### src/design/rde_pkg.sv
// Package for the radix digit emitter: widths, defaults, codes and shared types.
// Used by the channel interfaces, the divider, the sequencer and the top level.
// It has no dependencies of its own.
package rde_pkg;

   // Field widths of the channels and the register file.
   localparam int IN_VALUE_W  = 64;
   localparam int RADIX_W     = 5;
   localparam int DIGIT_W     = 4;
   localparam int SYMBOL_W    = 8;
   localparam int COUNT_W     = 7;
   localparam int CSR_DATA_W  = 64;
   localparam int CSR_ADDR_W  = 5;

   // Defaults for the top-level parameters.
   localparam int DEF_MAX_RADIX   = 16;
   localparam int DEF_VALUE_WIDTH = 64;

   // Quotient bits the divider resolves in one clock.
   localparam int DIV_STEP_BITS = 8;

   // Reset value of the radix register.
   localparam logic [RADIX_W-1:0] RADIX_RESET = 5'd10;

   // Register indexes, taken from paddr[4:3].
   typedef enum logic [1:0] {
      CSR_RADIX   = 2'd0,
      CSR_SYM_LOW = 2'd1,
      CSR_SYM_HIGH = 2'd2
   } csr_index_type;

   // Conversion sequencer states.
   typedef enum logic [1:0] {
      ST_IDLE,
      ST_DIVIDE,
      ST_READ,
      ST_SEND
   } seq_state_type;

   // Status handed from the divider to the sequencer.
   typedef struct packed {
      logic               done;
      logic [DIGIT_W-1:0] remainder;
   } div_status_type;

   // Character of one digit from the two packed symbol registers.
   function automatic logic [SYMBOL_W-1:0] symbol_of(
      input logic [DIGIT_W-1:0]    digit,
      input logic [CSR_DATA_W-1:0] sym_low,
      input logic [CSR_DATA_W-1:0] sym_high
   );
      logic [CSR_DATA_W-1:0] word;
      word = digit[DIGIT_W-1] ? sym_high : sym_low;
      return word[SYMBOL_W*digit[DIGIT_W-2:0] +: SYMBOL_W];
   endfunction

endpackage

### src/design/rde_channels.sv
// Valid/ready channel interfaces of the radix digit emitter.
// Depends on rde_pkg for the payload widths.

// Request channel: one value to convert per transaction.
interface rde_req_if;
   import rde_pkg::*;
   logic                  valid;
   logic                  ready;
   logic [IN_VALUE_W-1:0] value;

   modport source (output valid, output value, input ready);
   modport sink   (input valid, input value, output ready);
endinterface

// Response channel: one digit character per transaction.
interface rde_rsp_if;
   import rde_pkg::*;
   logic                valid;
   logic                ready;
   logic [SYMBOL_W-1:0] symbol;
   logic                no_symbol;
   logic                last;
   logic [COUNT_W-1:0]  count;

   modport source (output valid, output symbol, output no_symbol, output last,
                   output count, input ready);
   modport sink   (input valid, input symbol, input no_symbol, input last,
                   input count, output ready);
endinterface

### src/design/rde_divider.sv
// Shared iterative divider: divides the working value by the radix, several
// quotient bits per clock, and returns quotient and remainder.
// Depends on rde_pkg for widths and the status struct.
module rde_divider #(
   parameter int VALUE_WIDTH = rde_pkg::DEF_VALUE_WIDTH
) (
   input  logic                         clock,
   input  logic                         reset,
   input  logic                         start,
   input  logic [VALUE_WIDTH-1:0]       dividend,
   input  logic [rde_pkg::RADIX_W-1:0]  divisor,
   output logic [VALUE_WIDTH-1:0]       quotient,
   output rde_pkg::div_status_type      status
);
   import rde_pkg::*;

   localparam int STEPS  = (VALUE_WIDTH + DIV_STEP_BITS - 1) / DIV_STEP_BITS;
   localparam int PAD_W  = STEPS * DIV_STEP_BITS;
   localparam int STEP_W = $clog2(STEPS);

   logic [PAD_W-1:0]   work_ff, work_in;
   logic [DIGIT_W-1:0] rem_ff, rem_in;
   logic [STEP_W-1:0]  step_ff, step_in;
   logic               busy_ff, busy_in;
   logic               done_ff, done_in;

   // Restoring long division over one slice of dividend bits. The partial
   // remainder stays below the divisor, so the trial value fits in RADIX_W bits.
   always_comb begin
      logic [PAD_W-1:0]   work_v;
      logic [DIGIT_W-1:0] rem_v;
      logic [RADIX_W-1:0] trial;
      work_v = work_ff;
      rem_v  = rem_ff;
      for (int i = 0; i < DIV_STEP_BITS; i++) begin
         trial  = {rem_v, work_v[PAD_W-1]};
         work_v = {work_v[PAD_W-2:0], 1'b0};
         if (trial >= divisor) begin
            rem_v     = DIGIT_W'(trial - divisor);
            work_v[0] = 1'b1;
         end else begin
            rem_v = trial[DIGIT_W-1:0];
         end
      end

      work_in = work_ff;
      rem_in  = rem_ff;
      step_in = step_ff;
      busy_in = busy_ff;
      done_in = 1'b0;
      if (start) begin
         work_in = PAD_W'(dividend);
         rem_in  = '0;
         step_in = '0;
         busy_in = 1'b1;
      end else if (busy_ff) begin
         work_in = work_v;
         rem_in  = rem_v;
         step_in = step_ff + 1'b1;
         if (step_ff == STEP_W'(STEPS - 1)) begin
            busy_in = 1'b0;
            done_in = 1'b1;
         end
      end
   end

   // Control state is reset; the datapath registers are not.
   always_ff @(posedge clock) begin
      if (reset) begin
         step_ff <= '0;
         busy_ff <= 1'b0;
         done_ff <= 1'b0;
      end else begin
         step_ff <= step_in;
         busy_ff <= busy_in;
         done_ff <= done_in;
      end
   end

   always_ff @(posedge clock) begin
      work_ff <= work_in;
      rem_ff  <= rem_in;
   end

   // The quotient never exceeds the dividend, so the pad bits are zero.
   assign quotient         = work_ff[VALUE_WIDTH-1:0];
   assign status.done      = done_ff;
   assign status.remainder = rem_ff;

endmodule

### src/design/rde_sequencer.sv
// Conversion sequencer: drives the shared divider once per digit, keeps the
// digits in a small memory and plays them back most significant first.
// Depends on rde_pkg and the channel interfaces in rde_channels.sv.
module rde_sequencer #(
   parameter int VALUE_WIDTH = rde_pkg::DEF_VALUE_WIDTH
) (
   input  logic                           clock,
   input  logic                           reset,
   rde_req_if.sink                        req_bus,
   rde_rsp_if.source                      rsp_bus,
   input  logic [rde_pkg::RADIX_W-1:0]    radix_eff,
   input  logic [rde_pkg::CSR_DATA_W-1:0] sym_low,
   input  logic [rde_pkg::CSR_DATA_W-1:0] sym_high,
   output logic                           div_start,
   output logic [VALUE_WIDTH-1:0]         div_dividend,
   input  logic [VALUE_WIDTH-1:0]         div_quotient,
   input  rde_pkg::div_status_type        div_status
);
   import rde_pkg::*;

   localparam int ADDR_W = $clog2(VALUE_WIDTH);
   localparam int CNT_W  = $clog2(VALUE_WIDTH + 1);

   seq_state_type      state_ff, state_in;
   logic [CNT_W-1:0]   digit_cnt_ff, digit_cnt_in;
   logic [CNT_W-1:0]   total_ff, total_in;
   logic [CNT_W-1:0]   emit_cnt_ff, emit_cnt_in;
   logic [ADDR_W-1:0]  rd_idx_ff, rd_idx_in;
   logic               invalid_ff, invalid_in;
   logic [DIGIT_W-1:0] rd_data_ff;
   logic [DIGIT_W-1:0] digit_mem [VALUE_WIDTH];

   logic req_fire;
   logic rsp_fire;
   logic digit_done;
   logic final_digit;
   logic send_last;
   logic mem_we;

   assign req_fire    = req_bus.valid && req_bus.ready;
   assign rsp_fire    = rsp_bus.valid && rsp_bus.ready;
   assign digit_done  = (state_ff == ST_DIVIDE) && div_status.done;
   assign final_digit = (div_quotient == '0);
   assign send_last   = invalid_ff || (emit_cnt_ff == total_ff);

   // Next state.
   always_comb begin
      state_in = state_ff;
      case (state_ff)
         ST_IDLE: begin
            if (req_fire) begin
               state_in = (radix_eff < RADIX_W'(2)) ? ST_SEND : ST_DIVIDE;
            end
         end
         ST_DIVIDE: begin
            if (digit_done && final_digit) begin
               state_in = ST_READ;
            end
         end
         ST_READ: begin
            state_in = ST_SEND;
         end
         ST_SEND: begin
            if (rsp_fire) begin
               state_in = send_last ? ST_IDLE : ST_READ;
            end
         end
         default: begin
            state_in = ST_IDLE;
         end
      endcase
   end

   // Handshake, divider and memory controls.
   always_comb begin
      req_bus.ready = 1'b0;
      rsp_bus.valid = 1'b0;
      div_start     = 1'b0;
      div_dividend  = div_quotient;
      mem_we        = 1'b0;
      case (state_ff)
         ST_IDLE: begin
            req_bus.ready = 1'b1;
            div_dividend  = req_bus.value[VALUE_WIDTH-1:0];
            div_start     = req_bus.valid && (radix_eff >= RADIX_W'(2));
         end
         ST_DIVIDE: begin
            mem_we    = digit_done;
            div_start = digit_done && !final_digit;
         end
         ST_SEND: begin
            rsp_bus.valid = 1'b1;
         end
         default: begin
         end
      endcase
   end

   // Counters and playback pointer.
   always_comb begin
      digit_cnt_in = digit_cnt_ff;
      total_in     = total_ff;
      emit_cnt_in  = emit_cnt_ff;
      rd_idx_in    = rd_idx_ff;
      invalid_in   = invalid_ff;
      case (state_ff)
         ST_IDLE: begin
            if (req_fire) begin
               invalid_in   = (radix_eff < RADIX_W'(2));
               digit_cnt_in = '0;
               total_in     = '0;
               emit_cnt_in  = '0;
            end
         end
         ST_DIVIDE: begin
            if (digit_done) begin
               digit_cnt_in = digit_cnt_ff + 1'b1;
               if (final_digit) begin
                  total_in  = digit_cnt_ff + 1'b1;
                  rd_idx_in = digit_cnt_ff[ADDR_W-1:0];
               end
            end
         end
         ST_READ: begin
            emit_cnt_in = emit_cnt_ff + 1'b1;
         end
         ST_SEND: begin
            if (rsp_fire && !send_last) begin
               rd_idx_in = rd_idx_ff - 1'b1;
            end
         end
         default: begin
         end
      endcase
   end

   always_ff @(posedge clock) begin
      if (reset) begin
         state_ff     <= ST_IDLE;
         digit_cnt_ff <= '0;
         total_ff     <= '0;
         emit_cnt_ff  <= '0;
         rd_idx_ff    <= '0;
         invalid_ff   <= 1'b0;
      end else begin
         state_ff     <= state_in;
         digit_cnt_ff <= digit_cnt_in;
         total_ff     <= total_in;
         emit_cnt_ff  <= emit_cnt_in;
         rd_idx_ff    <= rd_idx_in;
         invalid_ff   <= invalid_in;
      end
   end

   // Digit store, least significant digit at address zero.
   always_ff @(posedge clock) begin
      if (mem_we) begin
         digit_mem[digit_cnt_ff[ADDR_W-1:0]] <= div_status.remainder;
      end
   end

   always_ff @(posedge clock) begin
      if (state_ff == ST_READ) begin
         rd_data_ff <= digit_mem[rd_idx_ff];
      end
   end

   // Response payload comes from registers that hold while the sink stalls.
   assign rsp_bus.symbol    = invalid_ff ? '0 : symbol_of(rd_data_ff, sym_low, sym_high);
   assign rsp_bus.no_symbol = invalid_ff;
   assign rsp_bus.last      = send_last;
   assign rsp_bus.count     = COUNT_W'(emit_cnt_ff);

endmodule

### src/design/radix_digit_emitter.sv
// Top level of the radix digit emitter: register file, radix clamp, and the
// sequencer with its shared divider.
// Depends on rde_pkg, rde_channels.sv, rde_divider and rde_sequencer.
//
//   Port group  Direction  Transaction
//   req_bus     in         one unsigned value to convert
//   rsp_bus     out        one digit character, most significant first
//   csr_*       in/out     APB writes and reads of radix and symbol table
//
// Each digit takes one pass through the shared divider; playback then reads each
// digit from the store and sends it, and a send waits while rsp_bus is not ready.
// req_bus.ready is high only between conversions; a stalled response holds.
// Reset is synchronous; it restores radix 10 and clears the symbol table.
module radix_digit_emitter #(
   parameter int MAX_RADIX   = rde_pkg::DEF_MAX_RADIX,
   parameter int VALUE_WIDTH = rde_pkg::DEF_VALUE_WIDTH
) (
   input  logic                           clock,
   input  logic                           reset,
   rde_req_if.sink                        req_bus,
   rde_rsp_if.source                      rsp_bus,
   input  logic                           csr_psel,
   input  logic                           csr_penable,
   input  logic                           csr_pwrite,
   input  logic [rde_pkg::CSR_ADDR_W-1:0] csr_paddr,
   input  logic [rde_pkg::CSR_DATA_W-1:0] csr_pwdata,
   output logic [rde_pkg::CSR_DATA_W-1:0] csr_prdata,
   output logic                           csr_pready
);
   import rde_pkg::*;

   logic [RADIX_W-1:0]    radix_ff;
   logic [CSR_DATA_W-1:0] sym_low_ff;
   logic [CSR_DATA_W-1:0] sym_high_ff;
   logic [RADIX_W-1:0]    radix_eff;
   logic                  csr_write;
   csr_index_type         csr_index;

   logic                  div_start;
   logic [VALUE_WIDTH-1:0] div_dividend;
   logic [VALUE_WIDTH-1:0] div_quotient;
   div_status_type        div_status;

   // Register file: 64-bit registers at byte offsets 0, 8 and 16.
   assign csr_pready = 1'b1;
   assign csr_write  = csr_psel && csr_penable && csr_pwrite;
   assign csr_index  = csr_index_type'(csr_paddr[4:3]);

   always_ff @(posedge clock) begin
      if (reset) begin
         radix_ff    <= RADIX_RESET;
         sym_low_ff  <= '0;
         sym_high_ff <= '0;
      end else if (csr_write) begin
         case (csr_index)
            CSR_RADIX:    radix_ff    <= csr_pwdata[RADIX_W-1:0];
            CSR_SYM_LOW:  sym_low_ff  <= csr_pwdata;
            CSR_SYM_HIGH: sym_high_ff <= csr_pwdata;
            default: begin
            end
         endcase
      end
   end

   always_comb begin
      case (csr_index)
         CSR_RADIX:    csr_prdata = CSR_DATA_W'(radix_ff);
         CSR_SYM_LOW:  csr_prdata = sym_low_ff;
         CSR_SYM_HIGH: csr_prdata = sym_high_ff;
         default:      csr_prdata = '0;
      endcase
   end

   // A radix above the supported maximum saturates.
   assign radix_eff = (radix_ff > RADIX_W'(MAX_RADIX)) ? RADIX_W'(MAX_RADIX) : radix_ff;

   rde_sequencer #(
      .VALUE_WIDTH (VALUE_WIDTH)
   ) u_sequencer (
      .clock        (clock),
      .reset        (reset),
      .req_bus      (req_bus),
      .rsp_bus      (rsp_bus),
      .radix_eff    (radix_eff),
      .sym_low      (sym_low_ff),
      .sym_high     (sym_high_ff),
      .div_start    (div_start),
      .div_dividend (div_dividend),
      .div_quotient (div_quotient),
      .div_status   (div_status)
   );

   rde_divider #(
      .VALUE_WIDTH (VALUE_WIDTH)
   ) u_divider (
      .clock    (clock),
      .reset    (reset),
      .start    (div_start),
      .dividend (div_dividend),
      .divisor  (radix_eff),
      .quotient (div_quotient),
      .status   (div_status)
   );

endmodule

### src/flat_wrapper.sv
// flat-port wrapper written by rule: the top's interface ports become plain ports
module radix_digit_emitter_flat import rde_pkg::*;
#(
   parameter int MAX_RADIX   = rde_pkg::DEF_MAX_RADIX,
   parameter int VALUE_WIDTH = rde_pkg::DEF_VALUE_WIDTH
)
  (clock, reset, csr_psel, csr_penable, csr_pwrite, csr_paddr, csr_pwdata, csr_prdata, csr_pready, req_bus_valid, req_bus_value, req_bus_ready, rsp_bus_valid, rsp_bus_symbol, rsp_bus_no_symbol, rsp_bus_last, rsp_bus_count, rsp_bus_ready);
  rde_req_if req_bus_i ();
  rde_rsp_if rsp_bus_i ();
  input  logic clock;
  input  logic reset;
  input  logic csr_psel;
  input  logic csr_penable;
  input  logic csr_pwrite;
  input  logic [rde_pkg::CSR_ADDR_W-1:0] csr_paddr;
  input  logic [rde_pkg::CSR_DATA_W-1:0] csr_pwdata;
  output logic [rde_pkg::CSR_DATA_W-1:0] csr_prdata;
  output logic csr_pready;
  input wire logic [$bits(req_bus_i.valid)-1:0] req_bus_valid;
  input wire logic [$bits(req_bus_i.value)-1:0] req_bus_value;
  output wire logic [$bits(req_bus_i.ready)-1:0] req_bus_ready;
  output wire logic [$bits(rsp_bus_i.valid)-1:0] rsp_bus_valid;
  output wire logic [$bits(rsp_bus_i.symbol)-1:0] rsp_bus_symbol;
  output wire logic [$bits(rsp_bus_i.no_symbol)-1:0] rsp_bus_no_symbol;
  output wire logic [$bits(rsp_bus_i.last)-1:0] rsp_bus_last;
  output wire logic [$bits(rsp_bus_i.count)-1:0] rsp_bus_count;
  input wire logic [$bits(rsp_bus_i.ready)-1:0] rsp_bus_ready;
  assign req_bus_i.valid = req_bus_valid;
  assign req_bus_i.value = req_bus_value;
  assign req_bus_ready = req_bus_i.ready;
  assign rsp_bus_valid = rsp_bus_i.valid;
  assign rsp_bus_symbol = rsp_bus_i.symbol;
  assign rsp_bus_no_symbol = rsp_bus_i.no_symbol;
  assign rsp_bus_last = rsp_bus_i.last;
  assign rsp_bus_count = rsp_bus_i.count;
  assign rsp_bus_i.ready = rsp_bus_ready;
  radix_digit_emitter #(.MAX_RADIX(MAX_RADIX), .VALUE_WIDTH(VALUE_WIDTH)) u_core (.clock(clock), .reset(reset), .req_bus(req_bus_i), .rsp_bus(rsp_bus_i), .csr_psel(csr_psel), .csr_penable(csr_penable), .csr_pwrite(csr_pwrite), .csr_paddr(csr_paddr), .csr_pwdata(csr_pwdata), .csr_prdata(csr_prdata), .csr_pready(csr_pready));
endmodule
### config.mk
export PLATFORM = sky130hd
export DESIGN_NAME = radix_digit_emitter_flat
export DESIGN_NICKNAME = d
export VERILOG_FILES = /design/src/design/rde_pkg.sv /design/src/design/rde_channels.sv /design/src/design/rde_divider.sv /design/src/design/rde_sequencer.sv /design/src/design/radix_digit_emitter.sv /design/src/flat_wrapper.sv
export SDC_FILE = /design/constraint.sdc
export NUM_CORES = 1
export LEC_CHECK = 0
export BUFFER_PORTS_ARGS = -buffer_cell sky130_fd_sc_hd__clkbuf_2
export CORE_MARGIN = 2
export CORE_UTILIZATION = 55
export DETAILED_ROUTE_END_ITERATION = 12
export HOLD_SLACK_MARGIN = 0.12
export PLACE_DENSITY = 0.81
export SLEW_MARGIN = 20
export SYNTH_ARGS = -nofsm -noshare
export SYNTH_HDL_FRONTEND = slang
export SYNTH_SLANG_ARGS = --single-unit
### constraint.sdc
create_clock -name clock -period 18.86 [get_ports clock]
set_clock_uncertainty 0.15 [all_clocks]
set_input_delay 0.943 -clock clock [delete_from_list [all_inputs] [get_ports clock]]
set_output_delay 0.943 -clock clock [all_outputs]
set_load 0.1 [all_outputs]
=== Word level (Yosys, flattened, before mapping) ===
Memory sizes are Yosys's and may differ from the RTL's. A register that Yosys moved wholly into a read port is not among the register bits.
Index checks and enable logic that the tools add are counted.

* Memories kept: 1
* Logic and storage cells: 135
* Bits of input ports: 140
* Memory bits (read-only): 0
* Flip-flop bits (word level): 236
* RAM bits: 256
* Bits in latches: 0
* Output and inout bits: 84

{| class="wikitable"
|+ Memory list
! memory !! depth !! bits a word !! read ports !! clocked after memory_dff !! wr ports !! line !! text
|-
| u_core.u_sequencer.digit_mem || 64 || 4 || 1 || 1 || 1 || rde_sequencer.sv:31 || <nowiki>logic [DIGIT_W-1:0] digit_mem [VALUE_WIDTH];</nowiki>
|}

* Mux-type cells: 50
* Add/subtract/negate cells: 12
* $lt $le $gt $ge: 11
* Bitwise operators: 1
* Divide/modulo/power cells: 0
* Multipliers: 0
* Equal/unequal tests: 14
* Shift-type cells: 1
* Reductions and logical operators: 31

{| class="wikitable"
|+ Operators by type and width
! cell !! number
|-
| 2-to-1 mux 64 bit || 4
|-
| one-hot mux 64 bit (3 select lines) || 1
|-
| logical NOT 64 bit || 1
|-
| variable part select 64 x 7 -> 8 bit || 1
|-
| one-hot mux 7 bit (2 select lines) || 3
|-
| >= comparator 5 bit || 8
|-
| 2-to-1 mux 4 bit || 8
|-
| subtractor 4 bit || 8
|-
| 2-to-1 mux 7 bit || 4
|-
| 2-to-1 mux 6 bit || 3
|-
| 2-to-1 mux 1 bit || 17
|-
| adder 7 x 1 -> 7 bit (second input constant) || 2
|-
| inequality test 2 bit (second input constant) || 6
|-
| one-hot mux 6 bit (2 select lines) || 1
|-
| AND reduction 2 bit || 6
|-
| 2-to-1 mux 2 bit || 5
|-
| logical AND 1 bit || 9
|-
| 2-to-1 mux 8 bit || 1
|-
| one-hot mux 2 bit (4 select lines) || 1
|-
| AND reduction 4 bit || 2
|-
| nonzero test 2 bit || 4
|-
| == test 7 bit || 1
|-
| == test 2 bit (second input constant) || 3
|-
| AND reduction 3 bit || 2
|-
| 16 further kinds || 19
|}

=== Logic depth before layout (Yosys ltp) ===
* Depth after elaboration: 20
* Mapped depth: 50
* Mapped depth without buffers: 49

=== Modules after synthesis ===
From an unflattened synthesis, not the netlist that was laid out.

* Cell total of the unflattened synthesis: 1850
* Area total of the unflattened synthesis: 24866.3 um^2

{| class="wikitable"
|+ Modules (own cells, without submodules)
! module !! area each (um^2) !! instances !! seq. area each (um^2) !! cells an instance
|-
| rde_sequencer || 13744.4 || 1 || 8408.1 || 837
|-
| radix_digit_emitter || 6291.0 || 1 || 2662.6 || 605
|-
| rde_divider || 4830.9 || 1 || 2102.0 || 408
|}

=== Worst setup path after synthesis ===
OpenSTA, ideal clock, no wires.

* Kind: reg2reg
* Start point: register u_core.u_divider.rem_ff[0]
* End point: register u_core.u_divider.rem_ff[2]
* Path buffers: 1
* Stages on the path, launching flop included: 45
* Library setup time: 0.079 ns
* Period minus slack after synthesis: 10.583 ns
* Data required time: 18.631 ns
* Arrival: 10.354 ns
* Path slack: 8.277 ns
* Cell sequence: dfxtp_1 > ha_1 > a21o_1 > a31oi_1 > o21ai_1 > mux2_2 > ha_1 > a21o_1 > a31oi_1 > o21ai_2 > mux2_2 > ha_1 > a21o_1 > a31oi_1 > nor2_1 > a21o_1 > ha_1 > a21o_1 > (+9 left out) > ha_1 > a21o_1 > a31oi_1 > o21ai_1 > mux2_2 > inv_1 > ha_1 > a21o_1 > a31oi_1 > o21ai_0 > clkbuf_1 > mux2i_1 > ha_1 > a211oi_1 > o31ai_1 > inv_1 > o2111a_1 > nor3_1

* Cells in the longest elaborated chain, start to end: 16
* Elaborated cells between the ends (all ways): 24
* Classes of those cells: add/sub (8); order compare (8); mux (8)

{| class="wikitable"
|+ Ends and longest elaborated chain
! item !! line !! text
|-
| start: declaration || rde_divider.sv:22 || <nowiki>logic [DIGIT_W-1:0] rem_ff, rem_in;</nowiki>
|-
| start signal: assignment || rde_divider.sv:82 || <nowiki>rem_ff <= rem_in;</nowiki>
|-
| subtractor 4 bit or >= comparator 5 bit (tied branches) || rde_divider.sv:39, rde_divider.sv:38 ||
|-
| 2-to-1 mux 4 bit * || rde_divider.sv:38 || <nowiki>if (trial >= divisor) begin</nowiki>
|-
| subtractor 4 bit or >= comparator 5 bit (tied branches) || rde_divider.sv:39, rde_divider.sv:38 ||
|-
| 2-to-1 mux 4 bit * || rde_divider.sv:38 ||
|-
| subtractor 4 bit or >= comparator 5 bit (tied branches) || rde_divider.sv:39, rde_divider.sv:38 ||
|-
| 2-to-1 mux 4 bit * || rde_divider.sv:38 ||
|-
| >= comparator 5 bit or subtractor 4 bit (tied branches) || rde_divider.sv:38, rde_divider.sv:39 ||
|-
| 2-to-1 mux 4 bit * || rde_divider.sv:38 ||
|-
| subtractor 4 bit or >= comparator 5 bit (tied branches) || rde_divider.sv:39, rde_divider.sv:38 ||
|-
| 2-to-1 mux 4 bit * || rde_divider.sv:38 ||
|-
| subtractor 4 bit or >= comparator 5 bit (tied branches) || rde_divider.sv:39, rde_divider.sv:38 ||
|-
| 2-to-1 mux 4 bit * || rde_divider.sv:38 ||
|-
| >= comparator 5 bit or subtractor 4 bit (tied branches) || rde_divider.sv:38, rde_divider.sv:39 ||
|-
| 2-to-1 mux 4 bit * || rde_divider.sv:38 ||
|-
| subtractor 4 bit or >= comparator 5 bit (tied branches) || rde_divider.sv:39, rde_divider.sv:38 ||
|-
| 2-to-1 mux 4 bit * || rde_divider.sv:38 ||
|}

Every way passes the cells marked *; elsewhere a longest branch is shown, timed or not.
A chain may end at the register's enable or synchronous reset.

=== Worst setup path in the final report ===
* Start point: register u_core.radix_ff[4]
* End point: register u_core.u_divider.rem_ff[2]

* Cells in the longest elaborated chain, start to end: 18
* Elaborated cells between the ends (all ways): 29
* Classes of those cells: add/sub (8); order compare (10); mux (10); reduce/logical (1)

{| class="wikitable"
|+ Ends and longest elaborated chain
! item !! line !! text
|-
| start: declaration || radix_digit_emitter.sv:32 || <nowiki>logic [RADIX_W-1:0] radix_ff;</nowiki>
|-
| start signal: assignment || radix_digit_emitter.sv:56 || <nowiki>CSR_RADIX: radix_ff <= csr_pwdata[RADIX_W-1:0];</nowiki>
|-
| > comparator 5 bit || radix_digit_emitter.sv:75 || <nowiki>assign radix_eff = (radix_ff > RADIX_W'(MAX_RADIX)) ? RADIX_W'(MAX_RADIX) : radix_ff;</nowiki>
|-
| 2-to-1 mux 5 bit * || radix_digit_emitter.sv:75 ||
|-
| subtractor 4 bit or >= comparator 5 bit (tied branches) || rde_divider.sv:39, rde_divider.sv:38 ||
|-
| 2-to-1 mux 4 bit || rde_divider.sv:38 ||
|-
| subtractor 4 bit or >= comparator 5 bit (tied branches) || rde_divider.sv:39, rde_divider.sv:38 ||
|-
| 2-to-1 mux 4 bit || rde_divider.sv:38 ||
|-
| subtractor 4 bit or >= comparator 5 bit (tied branches) || rde_divider.sv:39, rde_divider.sv:38 ||
|-
| 2-to-1 mux 4 bit || rde_divider.sv:38 ||
|-
| (+2 left out) || n/a ||
|-
| >= comparator 5 bit or subtractor 4 bit (tied branches) || rde_divider.sv:38, rde_divider.sv:39 ||
|-
| 2-to-1 mux 4 bit || rde_divider.sv:38 ||
|-
| subtractor 4 bit or >= comparator 5 bit (tied branches) || rde_divider.sv:39, rde_divider.sv:38 ||
|-
| 2-to-1 mux 4 bit || rde_divider.sv:38 ||
|-
| >= comparator 5 bit or subtractor 4 bit (tied branches) || rde_divider.sv:38, rde_divider.sv:39 ||
|-
| 2-to-1 mux 4 bit || rde_divider.sv:38 ||
|-
| subtractor 4 bit or >= comparator 5 bit (tied branches) || rde_divider.sv:39, rde_divider.sv:38 ||
|-
| 2-to-1 mux 4 bit || rde_divider.sv:38 ||
|}

Marked as above.

==> summary.md <==
| Metric | Value |
|---|---|
| Status | `finished clean` |
| CTS Root Cell | `clkbuf_16` |
| Mux share of post-synthesis cell area | `16.5%` |
| Fin. Hold Viols | `0` |
| CTS tree | `built` |
| I/O Buffers | `219` |
| Worst skew pair latency | `600 ps` |
| Synth unique cells | `59` |
| Met1 usage | `33.8%` |
| Max transition margin | `31.5%` |
| Worst-Margin Slew | `1030 ps` |
| R2r setup slk | `6100 ps` |
| Cells after synthesis | `1808` |
| Worst Hold End | `u_core.sym_high_ff[14]` |
| Final nets | `2164` |
| RSZ-0062 raised after global routing | `false` |
| Area Growth Syn to Fin | `13.6%` |
| H-tree lvl count | `2` |
| Pre-antenna DRT Iters | `5` |
| Die Y | `208 um` |
| Hold crit path type | `flop to flop` |
| Met2 Use GR | `42.9%` |
| Top cell type's share of synthesized area | `42.4%` |
| Crit end category | `flop` |
| RD Place Congestion | `0.830` |
| XOR/XNOR Fraction of Synth Area | `1.03%` |
| Die area | `0.0434 sq mm` |
| Area contributors post-synth | `edfxtp_1 42%, dfxtp_1 15%, mux4_2 12%, nand2_1 4.9%, a21oi_1 3.7%` |
| Synthesized net count | `2001` |
| Drc violations | `0` |
| Hold wc startpoint | `u_core.sym_high_ff[14]` |
| Asr flop ratio synth | `0%` |
| Yosys reg bits | `496` |
| Num CTS Buffers | `49` |
| Starting Density | `55.9%` |
| Fraction of layout cells with a size suffix above 1 | `26.9%` |
| Synth Flop Type | `edfxtp_1` |
| Compound-cell area share of the yosys netlist | `8.98%` |
| Setup TNS | `0 ps` |
| DR vias/cell | `6.26` |
| Final HPWL DP | `36300 um` |
| Syn. warnings | `0` |
| Initial antenna violation count | `2` |
| Clock buffer depth | `3` |
| Final Util | `63.6%` |
| Setup crit start kind | `flop` |
| GR peak layer | `met2` |
| Initial DRC count | `1722` |
| Type of the worst setup path | `flop to flop` |
| CP arrival | `13110 ps` |
| Worst setup path startpoint | `u_core.radix_ff[4]` |
| I/O pin cnt | `224` |
| Most common cell in the netlist | `edfxtp_1` |
| Setup Buffers After CTS | `0` |
| # hold bufs at CTS | `0` |
| Core area | `0.0410 sq mm` |
| Largest family of logic cells by synthesized area | `multiplexers` |
| Clock transition at path regs | `60 ps` |
| Antenna Nets Post-Route | `0` |
| Slowest CP cell | `o31ai_1` |
| Endpoints failing setup | `0` |
| Cts repair resizes | `0` |
| CP dominant cell by count | `ha_1` |
| Critical path's largest stage delay | `640 ps` |
| Total grt overflow | `0` |
| R2r endpoint | `u_core.u_divider.rem_ff[2]` |
| Synth cell count leaders | `324 x edfxtp_1, 301 x nand2_1, 172 x dfxtp_1, 168 x a21oi_1, 120 x mux4_2` |
| Max frequency | `0.0783 GHz` |
| Min-Delay Path Depth | `2` |
| Adder-cell area share of the yosys netlist | `3.15%` |
| WL/cell | `22.2 um` |
| Total track usage | `26.0%` |
| Simple-Gate Fraction of Synth Area | `9.99%` |
| Met3 track demand over resource | `5.27%` |
| FP Rows | `74` |
| Num Clock Sinks | `496` |
| Pin count of the biggest net entering global routing | `100` |
| Post-synth EDFFs | `324` |
| Syn_area_per_cell | `12.7 sq um` |
| Die X | `208 um` |
| Worst reg2reg path depth | `45` |
| Reg-to-reg startpoint | `u_core.radix_ff[4]` |
| Final Slew Violations | `0` |
| Clock period minus final worst setup slack | `12760 ps` |
| Post-synthesis sequential area ratio | `57.4%` |
| Global-route wire length before repair | `88500 um` |
| Max-cap viol count | `0` |
| Cell area after synthesis | `0.0229 sq mm` |
| Vias in the first global route | `15797` |
| CP Max Fanout | `11` |
| Final period util | `67.7%` |
| Routed wire length | `56400 um` |
| Post-synth top area cell | `edfxtp_1` |
| Via Count | `15927` |
| Worst Path Required | `19200 ps` |
[worst max-delay path, delay by kind of cell (launching register included)]
kind | cells | cell delay, ps
compound gates | 22 | 5540
fa+ha+maj | 8 | 2660
buf+inv | 4 | 870
flops | 1 | 360
mux | 5 | 1870
simple gates | 6 | 1210
[sequential cells by signal, indices dropped and copies added (netlist names)]
register / cells
u_core.u_sequencer.digit_mem: 256
u_core.sym_high_ff: 64
u_core.sym_low_ff: 64
u_core.u_divider.quotient: 64
u_core.u_sequencer.digit_cnt_ff: 7
u_core.u_sequencer.rsp_bus.count: 7
u_core.u_sequencer.total_ff: 7
u_core.u_sequencer.rd_idx_ff: 6
u_core.radix_ff: 5
u_core.u_divider.rem_ff: 4
u_core.u_sequencer.rd_data_ff: 4
u_core.u_divider.step_ff: 3
u_core.u_sequencer.state_ff: 2
u_core.u_divider.busy_ff: 1
u_core.u_divider.done_ff: 1
u_core.u_sequencer.rsp_bus.no_symbol: 1
[worst max path at each step]
| stage | endpoint | slack [ps] | depth (start not counted) |
|---|---|---|---|
| after floorplan | u_core.u_divider.rem_ff[2] | 8280 | 44 |
| after global placement | u_core.u_divider.rem_ff[3] | 6490 | 45 |
| after detailed placement | u_core.u_divider.rem_ff[2] | 6070 | 46 |
| after CTS | u_core.u_divider.rem_ff[2] | 6040 | 46 |
| after global routing | u_core.u_divider.rem_ff[2] | 4970 | 44 |
| final | u_core.u_divider.rem_ff[2] | 6100 | 45 |
[layout make-up]
type,instances,area (sq um)
clock buffer,62,1330
tap,532,666
multi-input combinational,1149,9150
antenna,1,2.50
fill,2925,14900
inverter,37,139
clock inverter,29,360
timing repair buffer,238,1240
sequential,496,13200
[cells by family after synthesis]
group | count (synthesis)
and+or+nand+nor | 524
DFF | 496
AOI/OAI and AO/OA | 325
muxes | 219
buffers and inverters | 163
adders and majority gates | 53
xor gates and xnor gates | 27
other | 1
[placed cells by master, fill, tap and decap left out, types with 9 or more instances in the layout]
cell type  Yosys  layout
a21o_1        17      17
a21oi_1      168     168
a22o_1        59      59
a22oi_1       13      13
buf_4          2      20
clkbuf_1      90       9
clkbuf_16      0      50
clkbuf_2       0     218
clkinv_2       0      10
dfxtp_1      172     166
edfxtp_1     324     324
ha_1          45      45
inv_1         36      36
mux2_2        72      72
mux2i_1       25      25
mux4_2       120     120
nand2_1      301     301
nand2b_1      13      13
nand3_1       10      10
nor2_1       101     101
nor2b_1       17      15
nor3_1         9       9
nor4_1        22      21
o21ai_0       23      22
or3_1         12      12
xnor2_1       16      16
xor2_1        11      11
[per-layer routing]
layer,share of wire (%),vias up
met5,0.016,-
met2,49,848
met3,8.8,145
met4,3.9,2
met1,39,7859
li1,-,7073
[through the flow]
step / hold WS [ps] / setup WS [ps] / instance area, sq um / instances
floorplan: 293 / 8280 / 22900 / 1808
global placement: 302 / 6490 / 24400 / 2452
detailed placement: 313 / 6070 / 24400 / 2452
CTS: 319 / 6040 / 26100 / 2543
global route: 337 / 4970 / 26100 / 2544
finish: 318 / 6100 / 26100 / 2544
Power is left out: the tool's default activity adds up to more than one toggle a clock period on the data nets, which glitch-free logic cannot reach.
